==> src/rtl/icf_pkg.sv <==
package icf_pkg;

	localparam int MAX_WIDTH_DEF = 4096;
	localparam int OUT_DEPTH     = 8;

	localparam int CFG_AW = 4;

	localparam logic [1:0] REG_KERNEL = 2'd0;
	localparam logic [1:0] REG_WIDTH  = 2'd1;
	localparam logic [1:0] REG_HEIGHT = 2'd2;
	localparam logic [1:0] REG_COLOUR = 2'd3;

	localparam logic [2:0] KSEL_SMOOTH  = 3'd0;
	localparam logic [2:0] KSEL_BLUR    = 3'd1;
	localparam logic [2:0] KSEL_SHARPEN = 3'd2;
	localparam logic [2:0] KSEL_MEAN    = 3'd3;
	localparam logic [2:0] KSEL_EMBOSS  = 3'd4;

	localparam logic [2:0]  KERNEL_RST = KSEL_SMOOTH;
	localparam logic [12:0] WIDTH_RST  = 13'd640;
	localparam logic [15:0] HEIGHT_RST = 16'd480;
	localparam logic        COLOUR_RST = 1'b1;

	// reciprocals scaled by 2^RECIP_SH, exact for numerators below 2^RECIP_SH
	localparam int          RECIP_SH = 15;
	localparam logic [13:0] RECIP9   = 14'd3641;
	localparam logic [13:0] RECIP3   = 14'd10923;

	localparam logic CMD_PIXEL = 1'b0;

	typedef struct packed {
		logic       cmd;
		logic [7:0] in_red;
		logic [7:0] in_green;
		logic [7:0] in_blue;
	} in_beat_t;

	typedef struct packed {
		logic [7:0] out_red;
		logic [7:0] out_green;
		logic [7:0] out_blue;
		logic       frame_last;
	} out_beat_t;

	typedef struct packed {
		logic emit;
		logic pixel;
		logic drain;
		logic inner;
		logic last;
	} pipe_ctrl_t;

endpackage

==> src/rtl/icf_merge.sv <==
module icf_merge (
	input  logic                 clk,
	input  logic                 arst_n,
	input  icf_pkg::pipe_ctrl_t  ctrl_s4,
	input  logic [23:0]          cen_s4,
	input  logic [2:0][7:0]      lane_res,
	input  logic                 colour,
	output logic                 res_valid,
	input  logic                 res_ready,
	output icf_pkg::out_beat_t   res
);

	localparam int QAW = $clog2(icf_pkg::OUT_DEPTH);

	icf_pkg::out_beat_t q_mem [icf_pkg::OUT_DEPTH];
	icf_pkg::out_beat_t beat;
	logic [QAW-1:0] wp_q, rp_q;
	logic [QAW:0]   cnt_q;
	logic [2:0][7:0] val;
	logic push, pop;

	always_comb begin
		for (int ch = 0; ch < 3; ch++) begin
			val[ch] = ctrl_s4.inner ? lane_res[ch] : cen_s4[8*ch +: 8];
		end
		if (!colour) begin
			val[1] = '0;
			val[2] = '0;
		end
		beat.out_red    = val[0];
		beat.out_green  = val[1];
		beat.out_blue   = val[2];
		beat.frame_last = ctrl_s4.last;
	end

	assign push      = ctrl_s4.emit;
	assign res_valid = (cnt_q != '0);
	assign pop       = res_valid && res_ready;
	assign res       = q_mem[rp_q];

	always_ff @(posedge clk) begin
		if (push) begin
			q_mem[wp_q] <= beat;
		end
	end

	always_ff @(posedge clk or negedge arst_n) begin
		if (!arst_n) begin
			wp_q  <= '0;
			rp_q  <= '0;
			cnt_q <= '0;
		end else begin
			if (push) wp_q <= wp_q + 1'b1;
			if (pop)  rp_q <= rp_q + 1'b1;
			cnt_q <= cnt_q + (QAW+1)'(push) - (QAW+1)'(pop);
		end
	end

endmodule

==> config.mk <==
export PLATFORM = sky130hd
export DESIGN_NAME = icf_merge
export DESIGN_NICKNAME = d
export VERILOG_FILES = /design/src/rtl/icf_pkg.sv /design/src/rtl/icf_merge.sv
export SDC_FILE = /design/constraint.sdc
export NUM_CORES = 1
export LEC_CHECK = 0
export ABC_AREA = 1
export BUFFER_PORTS_ARGS = -buffer_cell sky130_fd_sc_hd__buf_4
export CAP_MARGIN = 15
export CORE_MARGIN = 4
export CORE_UTILIZATION = 50
export CTS_CLUSTER_SIZE = 12
export DETAILED_ROUTE_END_ITERATION = 16
export PLACE_DENSITY_LB_ADDON = 0.05
export RECOVER_POWER = 25
export SETUP_SLACK_MARGIN = 0.5
export SLEW_MARGIN = 20
export SYNTH_ARGS = -nofsm -noshare
export SYNTH_HDL_FRONTEND = slang
export SYNTH_SLANG_ARGS = --single-unit
==> constraint.sdc <==
create_clock -name clk -period 2.5 [get_ports clk]
set_clock_uncertainty 0.1 [all_clocks]
set_input_delay 0.125 -clock clk [delete_from_list [all_inputs] [get_ports clk]]
set_output_delay 0.125 -clock clk [all_outputs]
set_load 0.005 [all_outputs]
==> results of run 1 <==
-- through the flow --
step	std cells	hold WS (ps)	util	cell area (µm²)	total power [W]
global route	1399	28.30	0.6407	12070	0.01418
global placement	1325	-136.0	0.5615	10570	0.008878
floorplan	1009	-270.6	-	9656	0.007330
CTS	1390	0.9395	0.6219	11710	0.01282
detailed placement	1325	-133.4	0.5615	10570	0.008914
finish	1399	-11.38	0.6407	12070	0.01336
-- final timing paths --
check                                    start                     end  slack [ps]  cells past startpoint
max reg2reg                wp_q[0]$_DFFE_PN0P_  q_mem[6][19]$_DFFE_PP_         500                      3
min in group asynchronous               arst_n     rp_q[0]$_DFFE_PN0P_         580                      3
max in group asynchronous               arst_n     rp_q[0]$_DFFE_PN0P_        1330                      3
max                                 ctrl_s4[1]  q_mem[6][19]$_DFFE_PP_         310                      6
min                                  cen_s4[0]  q_mem[4][17]$_DFFE_PP_         -10                      3
min reg2reg                wp_q[0]$_DFFE_PN0P_     wp_q[0]$_DFFE_PN0P_         430                      2
-- metal layers --
layer	vias up	GRT usage
met2	194	0.3664
met1	3248	0.2914
li1	3370	-
met5	-	0
met3	41	0.02886
met4	0	0.05974
-- sequential cells by signal, summed over array words and instances (netlist names) --
name	flops
cnt_q	4
q_mem	200
rp_q	3
wp_q	3
-- cell type report --
type / instances / area share
sequential: 210 / 0.5189
multi-input combinational: 538 / 0.2109
timing repair buffer: 134 / 0.1174
inverter: 218 / 0.07010
clock buffer: 29 / 0.04957
tap: 260 / 0.02696
clock inverter: 10 / 0.006118
-- power by group --
part / internal (W) / switching (W)
clock: 0.00178 / 0.00130
combinational: 0.00248 / 0.00330
sequential: 0.00433 / 0.000160
-- what timing repair did --
action                                  CTS  global route
setup buffers                             5             3
gates resized for setup                  24            59
endpoints found under the setup margin   26            27
pin swaps                                 2            33
endpoints found under the hold margin    57             0
hold buffers                             13             0
cloned                                    8             6
-- cells by family (layout without fill, tap and decap cells) --
family | count (synthesis) | in the layout | synth area share
xor gates and xnor gates | 5 | 5 | 0.004559
AOI/OAI and AO/OA | 20 | 20 | 0.01042
and+or+nand+nor | 505 | 505 | 0.2108
adders and majority gates | 8 | 8 | 0.01120
buffers and inverters | 261 | 391 | 0.1119
DFF | 210 | 210 | 0.6511
-- worst max-delay path: cells and delay by family --
kind / cells / cell delay (ps)
buffers and inverters: 4 / 2070
AND/OR/NAND/NOR: 2 / 190
-- Yosys cell counts, drive strengths merged --
| library cell | count | area share |
|---|---|---|
| a21oi | 1 | 0.00052 |
| buf | 38 | 0.025 |
| clkbuf | 5 | 0.0020 |
| clkinv | 1 | 0.00052 |
| dfrtp | 10 | 0.026 |
| edfxtp | 200 | 0.63 |
| fa | 1 | 0.0021 |
| ha | 7 | 0.0091 |
| inv | 217 | 0.085 |
| nand2 | 362 | 0.14 |
| nand3 | 102 | 0.053 |
| nor2 | 40 | 0.016 |
| o21ai | 19 | 0.0099 |
| or2 | 1 | 0.00065 |
| xnor2 | 2 | 0.0018 |
| xor2 | 3 | 0.0027 |
==> results.toml, run 1 <==
[setup_path]
path_cells = "buf_4, inv_1, clkbuf_1, nand2_1, nand2_1, dlygate4sd3_1"
cp.arrival_ps = 2410
cpMaxStageDelayCell = "dlygate4sd3_1"
path_class = "in2reg"
end_kind = "flip-flop"
cp_max_fo = 25
cp.required_ps = 2720
critPathLaunchType = "input port"
slowest_delay_ps = 690
cp_common_cell = "nand2_1"

[routing]
met2_length_um = 12030
drcViolationCount = 0
wl_per_cell_um = 17.31
routed.top_layer = "met4"
ant_nets = 0
drtPass1Iterations = 6
viasPerCell = 4.898
drt-initial-drc-count = 370
drt-total-wl_um = 24220
dr_wl_met3_um = 1357
vias = 6853
drt-met1-wl_um = 10210

[floorplan]
io_pins = 83
initial_core_util = 0.5102
row_count = 50
dieWidth_um = 146.6
core_area_um2 = 18830
die-area_um2 = 21500
dieHeight_um = 146.6

[pwr]
ir_worst_vdd_v = 0.0005709
p_leak_nw = 5.618
power.density_nw_per_um2 = 1107

[finish]
final_common_cell = "nand2_1"
area_growth_pct = 25.58
fin_nets = 1190
multiInputGateArea_um2 = 2545
seq_area_um2 = 6261
n_fill_cell = 1522
diodes = 0
layout_common_cells = "nand2_1, inv_1, edfxtp_1"
drive_gt1_frac = 0.1914

[yosys]
yosysSeqAreaShare = 0.6511
syn-cell-area_um2 = 9608
synth_seq_cells = 210
ys_types = 20
syn_inst = 1009
syn_nets = 1074
yosysWarnings = 0
synth.avg_cell_area_um2 = 9.522

[sta]
maxSlewViolCount = 0
max_freq_mhz = 456.5
slew_headroom = 0.5163
rsz0062_at_grt = "true"
setup_viol = 0
timing.final.ws_setup_ps = 309.5
setup_tns_ps = 0
worst_slew_pin_slew_ps = 725.6
fin_crit_ps = 2190
holdWs_ps = -11.38
hold_viol = 24
post-route-period-util = 0.8762

[outcome]
status = "complete, but fails checks"
violations = "negative hold slack"

[clock_network]
root_buffer = "clkbuf_16"
cts_buffers = 23
clkSinkCount = 210
cts_tree = "yes"
clk_path_buf_depth = 3
clk_latency_ps = 500
htree_levels = 1
clkTransAtPathRegs_ps = 60

[global_route]
grt.total_usage = 0.2151
grt_max_degree = 52
antenna_found_initial = 0
grt_pass1_vias = 6409
grt_remaining_overflow = 0
grt_pass1_wl_um = 35930

[placement]
dp_slack_ps = 460.9
gp_congestion = 0.7332
hpwl_um = 11420
numPortBuffers = 80

[flow_run]
cap_violations = 0

[min_path]
min_path_type = "in2reg"
(Power assumes the default switching activity.)
==> inputs of run 2 (changes only) <==
CORE_ASPECT_RATIO = 1.5   (was not set)
==> run 2 against run 1 <==
The flow still finishes with violations (negative hold slack). Critical path type is now reg2out. Sequential share of layout area rose by 1.4 points. First-iteration DRC count up 18%. Via count down 1.1%. Hold slack improved by 3.2 ps. Final cell count fell by 1.5%.
==> results.toml, run 2 (same netlist as run 1, synthesis figures left out) <==
[setup_path]
cpMaxStageDelayCell = "dfrtp_2"
timing.rr.start = "cnt_q[2]$_DFF_PN0_"
path_class = "reg2out"
cp.arrival_ps = 1870
cp.required_ps = 2280
path_cells = "buf_4, buf_16, nand2_1, nand3_1, nand2_1, nand2_1, nand2_1, buf_4"
slowest_delay_ps = 480
cp_common_cell = "nand2_1"
startpoint = "rp_q[0]$_DFFE_PN0P_"
cp_max_fo = 26
worst-path-buf-inv = 3
end_kind = "output pin"
critPathLaunchType = "flip-flop"
critPathTopFamily = "flip-flops"

[sta]
setup_viol = 0
setup_tns_ps = 0
hold_viol = 16
max_freq_mhz = 477.9
rsz0062_at_grt = "true"
fin_crit_ps = 2092
post-route-period-util = 0.8370
holdWs_ps = -8.136
slew_headroom = 0.5201
worst_slew_pin_slew_ps = 719.0
maxSlewViolCount = 0

[pwr]
power.switching_w = 0.004484
p_leak_nw = 5.505
p_int_w = 0.008120
comb_power_share = 0.435
ir_worst_vdd_v = 0.0007723
pwr-share-seq = 0.354
swShare = 0.3557
pwr-share-clk = 0.210
power.density_nw_per_um2 = 1073

[floorplan]
dieWidth_um = 121.2
core_area_um2 = 18700
initial_core_util = 0.5138
die-area_um2 = 21540
io_pins = 83
row_count = 61
dieHeight_um = 177.8

[routing]
ant_nets = 0
drt-total-wl_um = 23550
vias = 6781
drt-initial-drc-count = 436
viasPerCell = 4.921
wl_per_cell_um = 17.09
drcViolationCount = 0
drtPass1Iterations = 5

[global_route]
grt_max_degree = 52
grt.total_usage = 0.2166
antenna_found_initial = 0
grt_remaining_overflow = 0
grt_pass1_vias = 6616
grt_pass1_wl_um = 35300

[min_path]
min_path_type = "in2reg"
min_from = "lane_res[1]"

[finish]
final_cells = 1378
layout_common_cells = "nand2_1, inv_1, edfxtp_1"
largest_reg_flops = 200
n_fill_cell = 1567
fin_nets = 1190
final_common_cell = "nand2_1"
fin_util = 0.6280
diodes = 0
top_register = "q_mem"
drive_gt1_frac = 0.1616
area_growth_pct = 22.23
reg_top3 = "q_mem x200, cnt_q x4"

[clock_network]
htree_levels = 1
root_buffer = "clkbuf_16"
cts_tree = "yes"
clkTransAtPathRegs_ps = 60
cts_buffers = 21
clk_path_buf_depth = 3
clk_latency_ps = 480
clkSinkCount = 210

[outcome]
violations = "negative hold slack"
status = "complete, but fails checks"

[flow_run]
cap_violations = 0

[placement]
dp_cells = 1320
hpwl_um = 12210
gp_congestion = 0.7457
numPortBuffers = 80
## run 2: through the flow
| step | setup slack (ps) | total power, W | area (µm²) |
|---|---|---|---|
| finish | 407.5 | 0.01260 | 11740 |
| CTS | 416.5 | 0.01219 | 11480 |
| detailed placement | 463.9 | 0.008983 | 10590 |
| global route | 331.6 | 0.01341 | 11740 |
| global placement | 491.5 | 0.008938 | 10590 |
| floorplan | 193.0 | 0.007330 | 9656 |
## run 2: final cells by class
cell class | instances | area, µm² | area share
sequential | 210 | 6259 | 0.5329
multi-input combinational | 538 | 2395 | 0.2039
timing repair buffer | 136 | 1401 | 0.1193
inverter | 218 | 835.8 | 0.07117
clock buffer | 22 | 529.3 | 0.04507
tap | 252 | 315.3 | 0.02685
clock inverter | 2 | 8.758 | 0.0007458
## run 2: worst paths after layout
path | depth (start not counted) | to | slack (ps)
max | 8 | res[21] | 410
min | 3 | q_mem[3][18]$_DFFE_PP_ | -8
max reg2reg | 11 | cnt_q[1]$_DFF_PN0_ | 480
min reg2reg | 2 | wp_q[0]$_DFFE_PN0P_ | 450
max in group asynchronous | 3 | rp_q[1]$_DFFE_PN0P_ | 1370
min in group asynchronous | 3 | cnt_q[1]$_DFF_PN0_ | 590
## run 2: what timing repair did
item / 4_1_cts / 5_1_grt
endpoints found under the hold margin: 54 / 0
pin swaps: 1 / 22
setup endpoints to repair: 26 / 27
resized for setup: 17 / 28
gates cloned: 5 / 7
setup buffers: 4 / 6
hold buffers: 12 / 0
## run 2: power by group through the flow
stage                     logic (W)  registers [W]  clock network (W)
after CTS                   0.00503        0.00447            0.00269
final                       0.00549        0.00447            0.00265
after detailed placement    0.00446        0.00452                  0
after floorplan             0.00285        0.00448                  0
after global routing        0.00607        0.00450            0.00283
after global placement      0.00443        0.00451                  0
## run 2: worst min-delay path: stages
cell	delay, ps
buf_4	80
nand2_1	40
nand2_1	180
## run 2: per-layer routing
| layer | global-route usage | up-vias | share of wire |
|---|---|---|---|
| li1 | - | 3348 | - |
| met1 | 0.2675 | 3206 | 0.39 |
| met2 | 0.3878 | 181 | 0.53 |
| met3 | 0.02902 | 46 | 0.052 |
| met4 | 0.07757 | 0 | 0.024 |
| met5 | 0 | - | 0 |
