===== src/rtl/icf_pkg.sv =====
package icf_pkg;

	localparam int MAX_WIDTH_DEF = 4096;
	localparam int OUT_DEPTH     = 8;

	localparam int CFG_AW = 4;

	localparam logic [1:0] REG_KERNEL = 2'd0;
	localparam logic [1:0] REG_WIDTH  = 2'd1;
	localparam logic [1:0] REG_HEIGHT = 2'd2;
	localparam logic [1:0] REG_COLOUR = 2'd3;

	localparam logic [2:0] KSEL_SMOOTH  = 3'd0;
	localparam logic [2:0] KSEL_BLUR    = 3'd1;
	localparam logic [2:0] KSEL_SHARPEN = 3'd2;
	localparam logic [2:0] KSEL_MEAN    = 3'd3;
	localparam logic [2:0] KSEL_EMBOSS  = 3'd4;

	localparam logic [2:0]  KERNEL_RST = KSEL_SMOOTH;
	localparam logic [12:0] WIDTH_RST  = 13'd640;
	localparam logic [15:0] HEIGHT_RST = 16'd480;
	localparam logic        COLOUR_RST = 1'b1;

	// reciprocals scaled by 2^RECIP_SH, exact for numerators below 2^RECIP_SH
	localparam int          RECIP_SH = 15;
	localparam logic [13:0] RECIP9   = 14'd3641;
	localparam logic [13:0] RECIP3   = 14'd10923;

	localparam logic CMD_PIXEL = 1'b0;

	typedef struct packed {
		logic       cmd;
		logic [7:0] in_red;
		logic [7:0] in_green;
		logic [7:0] in_blue;
	} in_beat_t;

	typedef struct packed {
		logic [7:0] out_red;
		logic [7:0] out_green;
		logic [7:0] out_blue;
		logic       frame_last;
	} out_beat_t;

	typedef struct packed {
		logic emit;
		logic pixel;
		logic drain;
		logic inner;
		logic last;
	} pipe_ctrl_t;

endpackage


===== src/rtl/icf_lane.sv =====
module icf_lane (
	input  logic            clk,
	input  logic [2:0]      kernel,
	input  logic [8:0][7:0] win,
	output logic [7:0]      res_s4
);

	logic signed [12:0] num;
	logic signed [12:0] num_s3;
	logic [2:0]         kernel_s3;
	logic [12:0]        c13, e13, k13;
	logic [11:0]        u;
	logic [13:0]        mul_k;
	logic [25:0]        prod;
	logic [11:0]        quo;

	always_comb begin
		c13 = 13'(win[4]);
		e13 = 13'(win[1]) + 13'(win[3]) + 13'(win[5]) + 13'(win[7]);
		k13 = 13'(win[0]) + 13'(win[2]) + 13'(win[6]) + 13'(win[8]);
		case (kernel)
			icf_pkg::KSEL_SMOOTH:  num = c13 + e13 + k13;
			icf_pkg::KSEL_BLUR:    num = k13 + (e13 << 1) + (c13 << 2);
			icf_pkg::KSEL_SHARPEN: num = (c13 << 3) + (c13 << 1) + c13 - (e13 << 1);
			icf_pkg::KSEL_MEAN:    num = (c13 << 3) + c13 - e13 - k13;
			icf_pkg::KSEL_EMBOSS:  num = 13'(win[1]) - 13'(win[7]);
			default:               num = c13;
		endcase
	end

	always_ff @(posedge clk) begin
		num_s3    <= num;
		kernel_s3 <= kernel;
	end

	// negative clamps to zero, then divide by constant and saturate
	always_comb begin
		u     = num_s3[12] ? 12'd0 : num_s3[11:0];
		mul_k = (kernel_s3 == icf_pkg::KSEL_SMOOTH) ? icf_pkg::RECIP9 : icf_pkg::RECIP3;
		prod  = 26'(u) * 26'(mul_k);
		case (kernel_s3)
			icf_pkg::KSEL_SMOOTH,
			icf_pkg::KSEL_SHARPEN: quo = 12'(prod[25:icf_pkg::RECIP_SH]);
			icf_pkg::KSEL_BLUR:    quo = u >> 4;
			default:               quo = u;
		endcase
	end

	always_ff @(posedge clk) begin
		res_s4 <= (quo > 12'd255) ? 8'd255 : quo[7:0];
	end

endmodule


===== config.mk =====
export PLATFORM = sky130hd
export DESIGN_NAME = icf_lane
export DESIGN_NICKNAME = d
export VERILOG_FILES = /design/src/rtl/icf_pkg.sv /design/src/rtl/icf_lane.sv
export SDC_FILE = /design/constraint.sdc
export NUM_CORES = 1
export LEC_CHECK = 0
export BUFFER_PORTS_ARGS = -buffer_cell sky130_fd_sc_hd__clkbuf_2
export CAP_MARGIN = 5
export CORE_UTILIZATION = 41
export DETAILED_ROUTE_END_ITERATION = 10
export GPL_TIMING_DRIVEN = 1
export PLACE_DENSITY = 0.62
export SYNTH_ARGS = -nofsm -noshare
export SYNTH_HDL_FRONTEND = slang
export SYNTH_SLANG_ARGS = --single-unit

===== constraint.sdc =====
create_clock -name clk -period 11 [get_ports clk]
set_input_delay 0 -clock clk [delete_from_list [all_inputs] [get_ports clk]]
set_output_delay 0 -clock clk [all_outputs]
set_load 0.02 [all_outputs]

==> results of run 1 <==
cells in the final DEF, fill, tap and decap left out, types with 7 or more instances in the layout:
cell        n
o21bai_1   15
nand2b_1   15
a31oi_1    10
xor2_1     18
nor2b_1    10
a22oi_1     7
o211ai_1    8
xnor2_1    37
nor3_1     11
nand2_1    52
nor2_1     59
o21ai_0    29
inv_1     260
clkbuf_2   83
a21oi_1    70
o21a_1      7
dfxtp_1    24
fa_1      147
ha_1      159
a21o_1     18
worst max-delay path, delay by kind of cell (launching register included):
kind | cells | cell delay [ps]
compound gates | 5 | 1330
xor+xnor | 1 | 150
fa+ha+maj | 6 | 2740
buf+inv | 2 | 100
flops | 1 | 430
simple gates | 5 | 1430
per-stage QoR:
stage                     utilization  instance area (um^2)
after floorplan                     -                  9190
after global placement          0.452                  9900
after detailed placement        0.452                  9900
after CTS                       0.457                 10000
after global routing            0.457                 10000
final                           0.457                 10000
layer usage:
layer | track usage | vias to the layer above | wire [um]
met5 | 0 | - | 0
met4 | 0.0381 | 0 | 275
met3 | 0.0156 | 19 | 876
met2 | 0.322 | 153 | 10400
met1 | 0.308 | 3467 | 11000
li1 | - | 3542 | -
worst max path at each step:
stage                     slack, ps                    to
final                          4680  res_s4[7]$_SDFF_PN1_
after global routing           4280  res_s4[2]$_SDFF_PN1_
after CTS                      4760  res_s4[7]$_SDFF_PN1_
after detailed placement       4770  res_s4[7]$_SDFF_PN1_
after global placement         4880  res_s4[7]$_SDFF_PN1_
after floorplan                5070  res_s4[7]$_SDFF_PN1_
flip-flops by register name, summed over array words and instances, names as in the netlist:
| register | count |
|---|---|
| num_s3 | 13 |
| kernel_s3 | 3 |
| res_s4 | 8 |
kinds of logic after synthesis:
kind of cell | synth area share
xor+xnor | 0.0524
compound gates | 0.147
flops | 0.0523
buf+inv | 0.115
fa+ha+maj | 0.537
mux | 0.00681
simple gates | 0.0896
cell type report:
type / instances / area share
flip-flops and latches: 24 / 0.0480
clock buffers: 3 / 0.00750
repair buffers: 86 / 0.0438
clock inverters: 1 / 0.00300
diodes: 1 / 0.000250
inverters: 260 / 0.0975
multi-input cells: 747 / 0.765
well taps: 280 / 0.0350
==> reports/results.tsv, run 1 <==
stage	metric	value	unit
run_status	run status	finished clean	
setup_path	R2R depth	19	
floorplan	Die H	152	um
min_path	Worst Hold Class	in -> reg	
clock_network	H-tree depth	1	
floorplan	Initial Utilization	0.420	
setup_path	slowest cell on the critical path	or3_1	
setup_path	Critical Path Sink Type	flop	
cells_and_area	layout cell share with drive strength beyond 1	0.0910	
placed_design	cell count after placement	1397	
clock_network	Clock Tree Root	clkbuf_16	
placed_design	Post-DP HPWL	20200	um
clock_network	CTS resizes	0	
setup_path	CP max stage delay	620	ps
sta	Slew @ Worst Pin	752	ps
yosys	synthesized area per cell	8.77	um^2
sta	Final Cycle Share	0.575	
yosys	Warnings, synthesis	0	
clock_network	CTS Sinks	24	
cells_and_area	Final nets	1504	
clock_network	setup bufs post-CTS	0	
yosys	Synth top cells by count	260 x inv_1, 159 x ha_1, 147 x fa_1	
cells_and_area	FF+latch area	480	um^2
cells_and_area	multi-input combinational cell area	0.00765	mm^2
setup_path	RR Startpoint	kernel_s3[0]$_DFF_P_	
detailed_routing	overall routed net length	22600	um
placed_design	Placer Congestion	0.926	
flow_run	maxcap violations	0	
global_route	total gr overflow	0	
sta	max_slew headroom	0.498	
sta	Setup TNS Final	0	ps
yosys	most common cell in the synthesized netlist	inv_1	
setup_path	Critical R2R Capture	res_s4[7]$_SDFF_PN1_	
yosys	cell accounting for the most synthesized area	fa_1	
min_path	hold path endpoint	kernel_s3[1]$_DFF_P_	
yosys	Seq/Total Area, Yosys	0.0523	
sta	worst hold margin	97.0	ps
cells_and_area	non-filler cells, final	1402	
floorplan	Die Span X	152	um
setup_path	CP Max Fanout	13	
placed_design	pre-CTS setup slack	4770	ps
yosys	Synth Register Bits	24	
detailed_routing	DR pass1 iterations	5	
min_path	HP Start	kernel[1]	
floorplan	I/O Pins	84	
setup_path	Worst setup SP type	flop	
global_route	GRT Overall Usage	0.205	
sta	Setup Skew	3.26	ps
yosys	Netlist cell types	65	
yosys	Top FF cell, synth	dfxtp_1	
clock_network	TritonCTS Buffers	3	
detailed_routing	Remaining DRCs	0	
global_route	antenna violations before repair	1	
clock_network	clk_lat worst skew	270	ps
yosys	syn_nets	1430	
floorplan	Core Rows	54	
setup_path	worst path arrival time	6470	ps
yosys	Post-synth EDFFs	0	
sta	worst setup margin	4680	ps
floorplan	DIE AREA	0.0230	mm^2
setup_path	crit path kind	reg -> reg	
min_path	Hold Path Cell Cnt	1	
detailed_routing	initial drt markers	428	
global_route	largest net degree at the start of global routing	28	
sta	final max-slew violation count	0	
setup_path	CP Launch Point	kernel_s3[0]$_DFF_P_	
sta	Final setup viols	0	
detailed_routing	post-DR vias/cell	5.12	
cells_and_area	fill cell count	2227	
yosys	Synth Instances	1048	
yosys	fraction of registers with async set/reset	0	
sta	f_max	158	MHz
yosys	Post-Syn Area	0.00919	mm^2
setup_path	reg2reg setup slack	4680	ps
global_route	vias in the first global route	7030	
clock_network	Clock Pin Slew Worst Setup and Hold Paths	70	ps
floorplan	core area	0.0219	mm^2
setup_path	Critical Path Most Common Cell	fa_1	
yosys	Area contributors post-synth	fa_1 32%, ha_1 22%, inv_1 11%	
cells_and_area	P&R area growth vs syn	8.91	%
sta	Final Hold Fails	0	
sta	Period minus WS final	6320	ps
detailed_routing	vias	7181	
detailed_routing	drt wl/cell	16.1	um
yosys	Yosys top cell area share	0.320	
setup_path	crit-path cells	or3_1, nor2_1, fa_1, fa_1, inv_1, fa_1, inv_1, fa_1, ha_1, ha_1, a211oi_1, nor2_1, nor3_1, o2111ai_2, a31oi_1, xnor2_1, nand4_1, a2111oi_1, o21ai_1	
setup_path	WP data required	11140	ps
placed_design	Port Buffers	83	
clock_network	Max clock buf depth	2	
clock_network	Hold-fix buffers, CTS	0	
global_route	first-pass GRT wire length	36400	um
detailed_routing	Post-DRT Antenna Nets	0	
clock_network	CTS tree	built	
sta	RSZ-0062 raised after global routing	false	
Power of run 1 is left out: the tool's default activity adds up to more than one toggle a clock period on the data nets, which glitch-free logic cannot reach.
==> run 2: changes to the inputs <==
Settings changed: ABC_AREA set to 1, PLACE_DENSITY 0.62 to 0.64.
Clock period 11 ns to 5.66 ns, I/O delays scaled along.
==> run 2 against run 1 <==
  * Routed wire length is 12% higher
  * Non-clock buffer count is 11 higher
  * Synthesized area is 3.1% higher
  * Count of clock-buffer cells in the layout stayed put
  * Die area is 3.0% higher
  * Synthesized cell count is 19% higher
  * Critical endpoint is now res_s4[6]$_SDFF_PN1_
  * Largest cell class unchanged
==> reports/results.tsv, run 2 <==
stage	metric	value	unit
detailed_routing	initial drt markers	321	
cells_and_area	commonest non-fill, non-tap cell in the layout	inv_1	
placed_design	Placer Congestion	0.950	
global_route	largest net degree at the start of global routing	15	
min_path	Worst Hold Class	in -> reg	
cells_and_area	Final nets	1725	
sta	f_max	189	MHz
yosys	Synth Instances	1245	
cells_and_area	P&R area growth vs syn	10.5	%
detailed_routing	post-DR vias/cell	5.01	
setup_path	crit path kind	reg -> reg	
sta	Final Cycle Share	0.933	
clock_network	CTS Sinks	24	
cells_and_area	flip-flop count of the largest register after layout	13	
clock_network	Clock Pin Slew Worst Setup and Hold Paths	70	ps
clock_network	setup bufs post-CTS	0	
yosys	Synth Register Bits	24	
sta	Slew @ Worst Pin	761	ps
floorplan	DIE AREA	0.0237	mm^2
detailed_routing	drt wl/cell	15.6	um
floorplan	Core Rows	55	
global_route	first-pass GRT wire length	41200	um
setup_path	CP Max Fanout	8	
yosys	synthesized area per cell	7.60	um^2
clock_network	clk_lat worst skew	270	ps
sta	max_slew headroom	0.491	
sta	Setup Skew	12.5	ps
yosys	cell accounting for the most synthesized area	fa_1	
cells_and_area	Inserted Diodes	0	
sta	Period minus WS final	5280	ps
sta	Final setup viols	0	
global_route	antenna violations before repair	0	
placed_design	Port Buffers	83	
flow_run	maxcap violations	0	
clock_network	Max clock buf depth	2	
setup_path	worst path arrival time	5440	ps
yosys	Post-synth EDFFs	0	
detailed_routing	Remaining DRCs	0	
global_route	vias in the first global route	8376	
yosys	Warnings, synthesis	0	
sta	final max-slew violation count	0	
yosys	Seq/Total Area, Yosys	0.0507	
detailed_routing	overall routed net length	25300	um
clock_network	CTS tree	built	
cells_and_area	FF+latch area	480	um^2
yosys	most common cell in the synthesized netlist	inv_1	
yosys	Synth top cells by count	332 x inv_1, 198 x nand2_1, 159 x ha_1	
global_route	total gr overflow	0	
yosys	Post-Syn Area	0.00947	mm^2
run_status	run status	finished clean	
setup_path	WP data required	5820	ps
sta	Setup TNS Final	0	ps
global_route	GRT Overall Usage	0.222	
yosys	Yosys top cell area share	0.311	
setup_path	Critical Path Sink Type	flop	
floorplan	I/O Pins	84	
floorplan	Die H	154	um
setup_path	Worst setup SP type	flop	
yosys	Netlist cell types	43	
cells_and_area	most frequent cells in the layout	332 x inv_1, 198 x nand2_1, 159 x ha_1	
cells_and_area	layout cell share with drive strength beyond 1	0.0857	
detailed_routing	Post-DRT Antenna Nets	0	
yosys	Area contributors post-synth	fa_1 31%, ha_1 21%, inv_1 13%	
floorplan	Initial Utilization	0.418	
yosys	syn_nets	1627	
detailed_routing	vias	8144	
clock_network	Clock Tree Root	clkbuf_16	
yosys	fraction of registers with async set/reset	0	
floorplan	core area	0.0226	mm^2
placed_design	Post-DP HPWL	23300	um
cells_and_area	largest reg by FF count	num_s3	
cells_and_area	Largest regs	num_s3: 13 flops, res_s4: 8 flops, kernel_s3: 3 flops	
yosys	Top FF cell, synth	dfxtp_1	
clock_network	H-tree depth	1	
detailed_routing	DR pass1 iterations	5	
clock_network	TritonCTS Buffers	3	
sta	Final Hold Fails	0	
cells_and_area	multi-input combinational cell area	0.00774	mm^2
cells_and_area	fill cell count	2321	
floorplan	Die Span X	154	um
## run 2: path summary, 6_finish.rpt
kind | start | to | slack (ps) | cells after the start
worst min register to register | num_s3[1]$_DFF_P_ | res_s4[1]$_SDFF_PN1_ | 720 | 4
worst max register to register | kernel_s3[0]$_DFF_P_ | res_s4[6]$_SDFF_PN1_ | 380 | 23
worst min-delay path | win[39] | num_s3[7]$_DFF_P_ | 200 | 3
worst max-delay path | kernel_s3[0]$_DFF_P_ | res_s4[6]$_SDFF_PN1_ | 380 | 23
## run 2: layout make-up
type / count / share of cell area
Tap cell: 285 / 0.0341
Inverter: 333 / 0.120
Clock buffer: 3 / 0.00718
Timing Repair Buffer: 97 / 0.0505
Clock inverter: 1 / 0.00287
Sequential cell: 24 / 0.0459
Multi-Input combinational cell: 884 / 0.740
## run 2: metrics by stage
step	worst slack, ps	hold slack [ps]	cells	area [um^2]	utilization
global placement	213	152	1620	10300	0.455
global route	-16.9	230	1627	10500	0.462
finish	378	202	1627	10500	0.462
detailed placement	175	153	1620	10300	0.455
floorplan	294	27.7	1245	9470	-
CTS	250	210	1627	10400	0.461
## run 2: cells by family after synthesis
group,Yosys count,synth area share
AOI/OAI and AO/OA,176,0.106
buffers and inverters,337,0.134
DFF,24,0.0507
adders and majority gates,306,0.521
and+or+nand+nor,383,0.171
xor gates and xnor gates,19,0.0176
## run 2: metal layers
metal | part of all wire | GRT usage
met5 | 0 | 0
met2 | 0.53 | 0.423
met4 | 0.036 | 0.0810
met3 | 0.020 | 0.00930
met1 | 0.42 | 0.262
## run 2: timing repair
action / CTS / global route
setup endpoints to repair: 0 / 8
gates resized for setup: 0 / 3
hold buffers: 3 / 0
endpoints found under the hold margin: 3 / 0
## run 2: worst max-delay path, cell delays in order (launching register included)
cell	delay [ps]
dfxtp_1	310
nor2_1	140
inv_1	70
nor2_1	120
inv_1	130
nor2_1	160
fa_1	460
fa_1	510
fa_1	550
fa_1	550
inv_1	60
fa_1	540
inv_1	50
ha_1	350
a21o_1	220
o21bai_1	200
a21oi_2	180
inv_1	60
nand2_1	70
nand4_1	90
nand2_1	80
nand3_2	100
nand2_4	110
nand2_1	60
Power of run 2 is left out for the same reason.
